--- src/hdl/assert_macros.svh ---
// Assertion helpers used by draw_batcher_with_clip_stack.
`ifndef ASSERT_MACROS_SVH
`define ASSERT_MACROS_SVH

// The expression holds at every clock edge outside reset.
`define CHECK_ALWAYS(label, expr, msg) \
    label: assert property (@(posedge i_clk) disable iff (!i_rst_n) (expr)) \
        else $error(msg);

// The consequent holds in the same cycle as the antecedent.
`define CHECK_SAME(label, ante, cons, msg) \
    label: assert property (@(posedge i_clk) disable iff (!i_rst_n) (ante) |-> (cons)) \
        else $error(msg);

// The consequent holds in the cycle after the antecedent.
`define CHECK_NEXT(label, ante, cons, msg) \
    label: assert property (@(posedge i_clk) disable iff (!i_rst_n) (ante) |=> (cons)) \
        else $error(msg);

`endif

--- src/hdl/dbcs_pkg.sv ---
package dbcs_pkg;

    localparam int COORD_W = 16;
    localparam int VERT_W  = 20;

    localparam logic [2:0] REQ_BEGIN = 3'd0;
    localparam logic [2:0] REQ_PUSH  = 3'd1;
    localparam logic [2:0] REQ_POP   = 3'd2;
    localparam logic [2:0] REQ_TEX   = 3'd3;
    localparam logic [2:0] REQ_VERT  = 3'd4;
    localparam logic [2:0] REQ_END   = 3'd5;

    localparam logic [1:0] ST_OK       = 2'd0;
    localparam logic [1:0] ST_OVERFLOW = 2'd1;
    localparam logic [1:0] ST_POP_BASE = 2'd2;
    localparam logic [1:0] ST_UNBAL    = 2'd3;

    typedef struct packed {
        logic [COORD_W-1:0] x;
        logic [COORD_W-1:0] y;
        logic [COORD_W-1:0] w;
        logic [COORD_W-1:0] h;
    } t_rect;

    typedef struct packed {
        logic push;
        logic pop;
    } t_stack_ctl;

    typedef struct packed {
        logic               has_batch;
        t_rect              clip;
        logic [COORD_W-1:0] texture;
        logic [VERT_W-1:0]  vertices;
        logic [1:0]         status;
    } t_result;

endpackage

--- src/hdl/dbcs_cell.sv ---
module dbcs_cell import dbcs_pkg::*; (
    input  logic       i_clk,
    input  t_stack_ctl i_ctl,
    input  t_rect      i_prev,
    input  t_rect      i_next,
    output t_rect      o_entry
);

    t_rect r_entry;

    always_ff @(posedge i_clk) begin
        if (i_ctl.push) begin
            r_entry <= i_prev;
        end else if (i_ctl.pop) begin
            r_entry <= i_next;
        end
    end

    assign o_entry = r_entry;

endmodule

--- src/hdl/dbcs_clip.sv ---
module dbcs_clip import dbcs_pkg::*; (
    input  logic signed [COORD_W-1:0] i_rect_x,
    input  logic signed [COORD_W-1:0] i_rect_y,
    input  logic        [COORD_W-1:0] i_rect_w,
    input  logic        [COORD_W-1:0] i_rect_h,
    input  t_rect                     i_cur,
    output t_rect                     o_rect
);

    // Returns the clipped start in the upper half and the clipped length in the lower half.
    function automatic logic [2*COORD_W-1:0] clip_axis(
        input logic signed [COORD_W-1:0] pos,
        input logic        [COORD_W-1:0] len,
        input logic        [COORD_W-1:0] cur_pos,
        input logic        [COORD_W-1:0] cur_len
    );
        logic signed [COORD_W+1:0] lo;
        logic signed [COORD_W+1:0] hi;
        logic signed [COORD_W+1:0] cur_lo;
        logic signed [COORD_W+1:0] cur_hi;
        logic signed [COORD_W+1:0] span;
        begin
            lo     = pos[COORD_W-1] ? '0 : (COORD_W+2)'(pos);
            hi     = (COORD_W+2)'(pos) + $signed({2'b00, len});
            cur_lo = $signed({2'b00, cur_pos});
            cur_hi = $signed({2'b00, cur_pos}) + $signed({2'b00, cur_len});
            if (hi < 0) begin
                hi = '0;
            end
            if (lo < cur_lo) begin
                lo = cur_lo;
            end
            if (hi > cur_hi) begin
                hi = cur_hi;
            end
            span = hi - lo;
            clip_axis = {lo[COORD_W-1:0], (hi > lo) ? span[COORD_W-1:0] : {COORD_W{1'b0}}};
        end
    endfunction

    logic [2*COORD_W-1:0] w_hor;
    logic [2*COORD_W-1:0] w_ver;

    assign w_hor = clip_axis(i_rect_x, i_rect_w, i_cur.x, i_cur.w);
    assign w_ver = clip_axis(i_rect_y, i_rect_h, i_cur.y, i_cur.h);

    assign o_rect.x = w_hor[2*COORD_W-1:COORD_W];
    assign o_rect.w = w_hor[COORD_W-1:0];
    assign o_rect.y = w_ver[2*COORD_W-1:COORD_W];
    assign o_rect.h = w_ver[COORD_W-1:0];

endmodule

--- src/hdl/draw_batcher_with_clip_stack.sv ---
// Draw call batcher with a clip rectangle stack.
// The input channel (i_in_valid, o_in_stall) takes one draw request per cycle
// while o_in_stall is low: begin frame, push clip, pop clip, set texture, vertex
// or end frame. The output channel (o_out_valid, i_out_stall) delivers at most
// one result per request: a finished batch (clip, texture, vertex count) with a
// status code, or a status code alone. A request is fully handled in the cycle
// it is accepted; its result shows on the output ports in the next cycle unless
// the output register still holds a result not yet taken. The clip stack is a row of
// cells that shift one place on each push or pop, so no request waits on a memory.
// An output register and a skid register sit between the two channels. When
// the receiver stalls, requests are still taken until both hold a result;
// o_in_stall then rises until the skid register drains. Requests that give
// no result are taken only while o_in_stall is low as well.
// Reset clears the stack level, the current clip, texture and vertex count
// and empties both output registers; the stack cells themselves are not cleared.
`include "assert_macros.svh"

module draw_batcher_with_clip_stack import dbcs_pkg::*; #(
    parameter int STACK_DEPTH = 16,
    parameter int COUNT_BITS  = 20
) (
    input  logic                      i_clk,
    input  logic                      i_rst_n,
    input  logic                      i_in_valid,
    output logic                      o_in_stall,
    input  logic [2:0]                i_req_type,
    input  logic signed [COORD_W-1:0] i_rect_x,
    input  logic signed [COORD_W-1:0] i_rect_y,
    input  logic [COORD_W-1:0]        i_rect_w,
    input  logic [COORD_W-1:0]        i_rect_h,
    input  logic [COORD_W-1:0]        i_texture_id,
    output logic                      o_out_valid,
    input  logic                      i_out_stall,
    output logic                      o_has_batch,
    output logic [COORD_W-1:0]        o_clip_x,
    output logic [COORD_W-1:0]        o_clip_y,
    output logic [COORD_W-1:0]        o_clip_w,
    output logic [COORD_W-1:0]        o_clip_h,
    output logic [COORD_W-1:0]        o_batch_texture,
    output logic [VERT_W-1:0]         o_batch_vertices,
    output logic [1:0]                o_status
);

    localparam int LEVEL_W = $clog2(STACK_DEPTH + 1);
    localparam logic [LEVEL_W-1:0] LEVEL_MAX = LEVEL_W'(STACK_DEPTH);
    localparam logic [LEVEL_W-1:0] LEVEL_ONE = LEVEL_W'(1);

    logic [LEVEL_W-1:0]    r_level, n_level;
    t_rect                 r_cur, n_cur;
    logic [COORD_W-1:0]    r_tex, n_tex;
    logic [COUNT_BITS-1:0] r_count, n_count;
    t_result               r_out, r_skid;
    logic                  r_ov, r_sv;

    logic                  w_accept;
    logic                  w_out_fire;
    t_stack_ctl            w_ctl;
    t_rect                 w_push_rect;
    t_rect                 w_isect;
    t_rect                 w_next_clip;
    t_rect                 w_entry [STACK_DEPTH];
    logic                  w_switch;
    logic                  w_has_res;
    t_result               w_res;
    t_result               w_batch;
    logic [VERT_W+COUNT_BITS-1:0] w_count_ext;

    assign w_accept   = i_in_valid && !r_sv;
    assign w_out_fire = r_ov && !i_out_stall;
    assign o_in_stall = r_sv;

    dbcs_clip u_clip (
        .i_rect_x (i_rect_x),
        .i_rect_y (i_rect_y),
        .i_rect_w (i_rect_w),
        .i_rect_h (i_rect_h),
        .i_cur    (r_cur),
        .o_rect   (w_isect)
    );

    for (genvar g = 0; g < STACK_DEPTH; g++) begin : g_cell
        dbcs_cell u_cell (
            .i_clk   (i_clk),
            .i_ctl   (w_ctl),
            .i_prev  ((g == 0) ? w_push_rect : w_entry[(g == 0) ? 0 : g - 1]),
            .i_next  (w_entry[(g == STACK_DEPTH - 1) ? g : g + 1]),
            .o_entry (w_entry[g])
        );
    end

    assign w_count_ext = {{VERT_W{1'b0}}, r_count};

    always_comb begin
        w_batch.has_batch = 1'b1;
        w_batch.clip      = r_cur;
        w_batch.texture   = r_tex;
        w_batch.vertices  = w_count_ext[VERT_W-1:0];
        w_batch.status    = ST_OK;
    end

    always_comb begin
        n_level     = r_level;
        n_cur       = r_cur;
        n_tex       = r_tex;
        n_count     = r_count;
        w_ctl       = '0;
        w_push_rect = w_isect;
        w_next_clip = w_isect;
        w_switch    = 1'b0;
        w_has_res   = 1'b0;
        w_res       = '0;
        if (w_accept) begin
            case (i_req_type)
                REQ_BEGIN: begin
                    w_push_rect = '{x: '0, y: '0, w: i_rect_w, h: i_rect_h};
                    w_ctl.push  = 1'b1;
                    n_level     = LEVEL_ONE;
                    n_cur       = w_push_rect;
                    n_tex       = '0;
                    n_count     = '0;
                end
                REQ_PUSH: begin
                    if (r_level == LEVEL_MAX) begin
                        w_has_res    = 1'b1;
                        w_res.status = ST_OVERFLOW;
                    end else begin
                        w_ctl.push  = 1'b1;
                        n_level     = r_level + LEVEL_ONE;
                        w_switch    = 1'b1;
                        w_next_clip = w_isect;
                    end
                end
                REQ_POP: begin
                    if (r_level <= LEVEL_ONE) begin
                        w_has_res    = 1'b1;
                        w_res.status = ST_POP_BASE;
                    end else begin
                        w_ctl.pop   = 1'b1;
                        n_level     = r_level - LEVEL_ONE;
                        w_switch    = 1'b1;
                        w_next_clip = w_entry[1];
                    end
                end
                REQ_TEX: begin
                    if (i_texture_id != r_tex && r_count != '0) begin
                        w_has_res = 1'b1;
                        w_res     = w_batch;
                        n_count   = '0;
                    end
                    n_tex = i_texture_id;
                end
                REQ_VERT: begin
                    if (r_count != '1) begin
                        n_count = r_count + 1'b1;
                    end
                end
                REQ_END: begin
                    if (r_count != '0 || r_level != LEVEL_ONE) begin
                        w_has_res    = 1'b1;
                        w_res        = (r_count != '0) ? w_batch : '0;
                        w_res.status = (r_level != LEVEL_ONE) ? ST_UNBAL : ST_OK;
                    end
                    n_level = '0;
                    n_count = '0;
                end
                default: begin
                end
            endcase
            if (w_switch) begin
                if (w_next_clip != r_cur && r_count != '0) begin
                    w_has_res = 1'b1;
                    w_res     = w_batch;
                    n_count   = '0;
                end
                n_cur = w_next_clip;
            end
        end
    end

    always_ff @(posedge i_clk) begin
        if (!i_rst_n) begin
            r_level <= '0;
            r_cur   <= '0;
            r_tex   <= '0;
            r_count <= '0;
        end else begin
            r_level <= n_level;
            r_cur   <= n_cur;
            r_tex   <= n_tex;
            r_count <= n_count;
        end
    end

    always_ff @(posedge i_clk) begin
        if (!i_rst_n) begin
            r_ov <= 1'b0;
            r_sv <= 1'b0;
        end else if (r_sv) begin
            if (w_out_fire) begin
                r_sv <= 1'b0;
            end
        end else if (w_has_res) begin
            if (r_ov && !w_out_fire) begin
                r_sv <= 1'b1;
            end else begin
                r_ov <= 1'b1;
            end
        end else if (w_out_fire) begin
            r_ov <= 1'b0;
        end
    end

    always_ff @(posedge i_clk) begin
        if (r_sv) begin
            if (w_out_fire) begin
                r_out <= r_skid;
            end
        end else if (w_has_res) begin
            if (r_ov && !w_out_fire) begin
                r_skid <= w_res;
            end else begin
                r_out <= w_res;
            end
        end
    end

    assign o_out_valid      = r_ov;
    assign o_has_batch      = r_out.has_batch;
    assign o_clip_x         = r_out.clip.x;
    assign o_clip_y         = r_out.clip.y;
    assign o_clip_w         = r_out.clip.w;
    assign o_clip_h         = r_out.clip.h;
    assign o_batch_texture  = r_out.texture;
    assign o_batch_vertices = r_out.vertices;
    assign o_status         = r_out.status;

    `CHECK_ALWAYS(a_level_bound, r_level <= LEVEL_MAX, "Stack level beyond depth.")
    `CHECK_SAME(a_skid_needs_out, r_sv, r_ov, "Skid register full while output is empty.")
    `CHECK_SAME(a_skid_fill, $rose(r_sv), $past(r_ov) && $past(i_out_stall), "Bad skid fill.")
    `CHECK_NEXT(a_vertex_counts, w_accept && i_req_type == REQ_VERT, r_count != '0, "Vertex lost.")

endmodule
--- config.mk ---
export PLATFORM = sky130hd
export DESIGN_NAME = draw_batcher_with_clip_stack
export DESIGN_NICKNAME = d
export VERILOG_FILES = /design/src/hdl/dbcs_pkg.sv /design/src/hdl/dbcs_cell.sv /design/src/hdl/dbcs_clip.sv /design/src/hdl/draw_batcher_with_clip_stack.sv
export VERILOG_INCLUDE_DIRS = /design/src /design/src/hdl
export SDC_FILE = /design/constraint.sdc
export NUM_CORES = 2
export LEC_CHECK = 0
export ABC_CLOCK_PERIOD_IN_PS = 47000
export BUFFER_PORTS_ARGS = -buffer_cell sky130_fd_sc_hd__buf_2
export CAP_MARGIN = 20
export CORE_MARGIN = 2
export CORE_UTILIZATION = 40
export DETAILED_ROUTE_END_ITERATION = 16
export SYNTH_ARGS = -nofsm -noshare
export SYNTH_HDL_FRONTEND = slang
export SYNTH_SLANG_ARGS = --single-unit
--- constraint.sdc ---
create_clock -name i_clk -period 47 [get_ports i_clk]
set_input_delay 4.7 -clock i_clk [delete_from_list [all_inputs] [get_ports i_clk]]
set_output_delay 4.7 -clock i_clk [all_outputs]
set_load 0.01 [all_outputs]
==> flow_summary.json <==
{
  "outcome": "complete, no violations",
  "start_util_pct": 40.3,
  "synth_top_family_by_area": "simple AND/OR/NAND/NOR gates",
  "ys.warnings.count": 0,
  "cp_num_buf_inv": 5,
  "grt_max_degree": 254,
  "cts_sinks": 1337,
  "grt.overflow.total": 0,
  "slew_violations": 0,
  "finClkSkew_ps": 43.2,
  "synth.avg_cell_area_um2": 9.57,
  "place_ws_ps": 31040,
  "syn_inst": 6840,
  "grt_util_all_layers_pct": 20.8,
  "tns_ps": 0,
  "cts_resized": 0,
  "dr.first_iter.drc_count": 4985,
  "grt_use_met1_pct": 30.5,
  "hold_violations": 0,
  "synth_area_um2": 65500,
  "synth_seq_area_share_pct": 59.7,
  "final_cell_mix": "nand2_1 (3098), edfxtp_1 (1230), o21ai_0 (300), nor2_1 (290), a21oi_1 (228)",
  "p_leak_uw": 0.0291,
  "die-area_um2": 167000,
  "fin_ws_ps": 31630,
  "yosys.area_share.simple_pct": 22.7,
  "synthAdderAreaFrac_pct": 3.36,
  "rsz0062_at_grt": "no",
  "antenna_left": 0,
  "cts_tree": "yes",
  "critical_path.most_common_cell": "a21o_1",
  "final_common_cell": "nand2_1",
  "syn_to_final_growth_pct": 11.6,
  "maxSlewHeadroom_pct": 15.0,
  "grt_util_met3_pct": 2.90,
  "finalWirelength_um": 178000,
  "synth_cell_types": 98,
  "dp_hpwl_um": 122000,
  "vdd_drop_max_uv": 38.4,
  "synth_mux_area_share_pct": 0.430,
  "coreArea_um2": 163000,
  "worst_pin_slew_ps": 1270,
  "grt-busiest-layer": "met2",
  "port_buffers": 191,
  "end_kind": "register",
  "use_met2_pct": 30.6,
  "synth-compound-area-share_pct": 8.89,
  "synth-async-reset-ratio_pct": 0,
  "synthXorXnorAreaFrac_pct": 1.93,
  "fmax_mhz": 65.1,
  "grt_pass1_vias": 44600,
  "worst_setup_path_start_kind": "primary input",
  "grt_pass1_wl_um": 273000,
  "critPathTopFamily": "compound AO/OA/AOI/OAI gates",
  "path_class": "primary input to register",
  "hp-class": "register to register",
  "clk_latency_ps": 780,
  "cts_inserted_buffers": 144,
  "die_height_um": 409,
  "syn_nets": 7099,
  "cap_viol_max_count": 0,
  "clockRootBuffer": "clkbuf_16",
  "wl_per_cell_um": 19.3,
  "final.period_utilization_pct": 32.7,
  "postCtsHoldBufs": 0,
  "synth_edf_count": 1230,
  "io_pins": 192,
  "drt_pass1_iterations": 6,
  "drcViolationCount": 0,
  "arrival_ps": 15840,
  "vias": 48400,
  "dieWidth_um": 409,
  "ctsHtreeMaxLevel": 4,
  "synth.ff_latch_count": 1337,
  "path_max_fanout": 108,
  "routed_via_density": 5.26,
  "post_cts_buffers": 0,
  "setup_viol": 0,
  "nets": 7166,
  "max_stage_delay_ps": 1000,
  "final.min_clock_period_ps": 15370,
  "worstPathRequired_ps": 47470,
  "clk_path_buf_depth": 3,
  "gp_congestion": 1.01,
  "ys.flop_type": "edfxtp_1",
  "cp_slowest_cell": "nor4_1",
  "drive_gt1_share_pct": 7.63,
  "fillCellCount": 15600,
  "cts.clk_slew.worst_paths_ps": 60,
  "rows": 148,
  "powerDensity_nw_per_um2": 41.6,
  "antenna_found_initial": 1
}
## Yosys cell counts, types with 7 or more instances
cell type | count | area share [%]
and3_1 | 19 | 0.18
o311ai_0 | 14 | 0.19
or2_2 | 10 | 0.096
xor2_1 | 54 | 0.72
nand2_1 | 3101 | 18
buf_6 | 12 | 0.21
a22oi_1 | 48 | 0.55
dfxtp_1 | 107 | 3.3
buf_1 | 16 | 0.092
nor4_1 | 21 | 0.20
mux2i_1 | 18 | 0.28
inv_1 | 125 | 0.72
a221oi_1 | 10 | 0.13
clkbuf_1 | 323 | 1.9
and2_1 | 20 | 0.19
nand3_1 | 90 | 0.69
nor3_1 | 44 | 0.34
ha_1 | 166 | 3.2
mux2_2 | 8 | 0.14
a211oi_1 | 32 | 0.37
clkbuf_2 | 7 | 0.054
a21oi_1 | 230 | 1.8
o21a_1 | 19 | 0.22
nand2b_1 | 29 | 0.28
o31a_1 | 7 | 0.094
a31oi_1 | 26 | 0.25
o21ai_0 | 300 | 2.3
a21o_1 | 44 | 0.50
nand4_1 | 29 | 0.28
nor2b_1 | 42 | 0.40
nor2_1 | 292 | 1.7
o21bai_1 | 14 | 0.16
o221ai_1 | 8 | 0.11
o31ai_1 | 8 | 0.092
xnor2_1 | 90 | 1.2
o211ai_1 | 69 | 0.79
edfxtp_1 | 1230 | 56
o22ai_1 | 15 | 0.14
## layout make-up
class	instances	area (um2)	share of cell area, %
Antenna cell	6	15.0	0.0206
Multi-Input combinational cell	5010	24500	33.5
Clock inverter	67	646	0.884
Tap cell	2175	2720	3.73
Sequential cell	1337	39100	53.5
Clock buffer	195	3850	5.27
Inverter	127	492	0.673
Timing Repair Buffer	287	1740	2.38
## flip-flops by register name, summed over array words and instances (netlist names)
signal	count
g_cell.u_cell.o_entry	1024
o_batch_texture	16
o_batch_vertices	20
o_clip_h	16
o_clip_w	16
o_clip_x	16
o_clip_y	16
o_has_batch	1
o_in_stall	1
o_out_valid	1
o_status	2
r_count	20
r_cur	64
r_level	5
r_skid	103
r_tex	16
## through the flow
stage          instances  util (%)  power (uW)  area [um2]  hold WS (ps)
6_report            9204      44.9        3030       73000           442
5_1_grt             9198      44.9        3160       73000           455
4_1_cts             9197      44.9        3050       73000           437
3_5_place_dp        8935      42.1        1960       68500           432
3_3_place_gp        8934      42.1        1960       68500           429
2_1_floorplan       6840         -        1820       65500           426
## final timing paths
| path | depth (start not counted) | to | slack [ps] | startpoint |
|---|---|---|---|---|
| setup / recovery | 39 | o_clip_y[9] | 31630 | i_rect_x[1] |
| hold / removal | 0 | g_cell[15].u_cell.o_entry[46] | 440 | g_cell[14].u_cell.o_entry[46] |
| setup reg to reg | 35 | o_clip_y[9] | 35080 | r_cur[34] |
| hold reg to reg | 0 | g_cell[15].u_cell.o_entry[46] | 440 | g_cell[14].u_cell.o_entry[46] |
## power by group
part | internal, uW | total, uW | switching (uW) | leakage [uW]
clock | 614 | 1090 | 477 | 0.00216
combinational | 181 | 558 | 377 | 0.0146
sequential | 1360 | 1390 | 28.1 | 0.0124
total | 2150 | 3030 | 882 | 0.0291
## kinds of logic after synthesis
logic type,count (synthesis)
multiplexers,27
buffers and inverters,493
AND/OR/NAND/NOR,3740
XOR/XNOR,144
adder cells (fa/ha/maj),172
flip-flops,1337
AO/OA/AOI/OAI,927
## per-layer routing
layer / vias to the layer above / share of wire, %
li1: 23500 / -
met1: 23000 / 47
met2: 1568 / 43
met3: 327 / 5.9
met4: 0 / 4.4
met5: - / 0
Note: power is estimated with default switching activity, not from simulation.
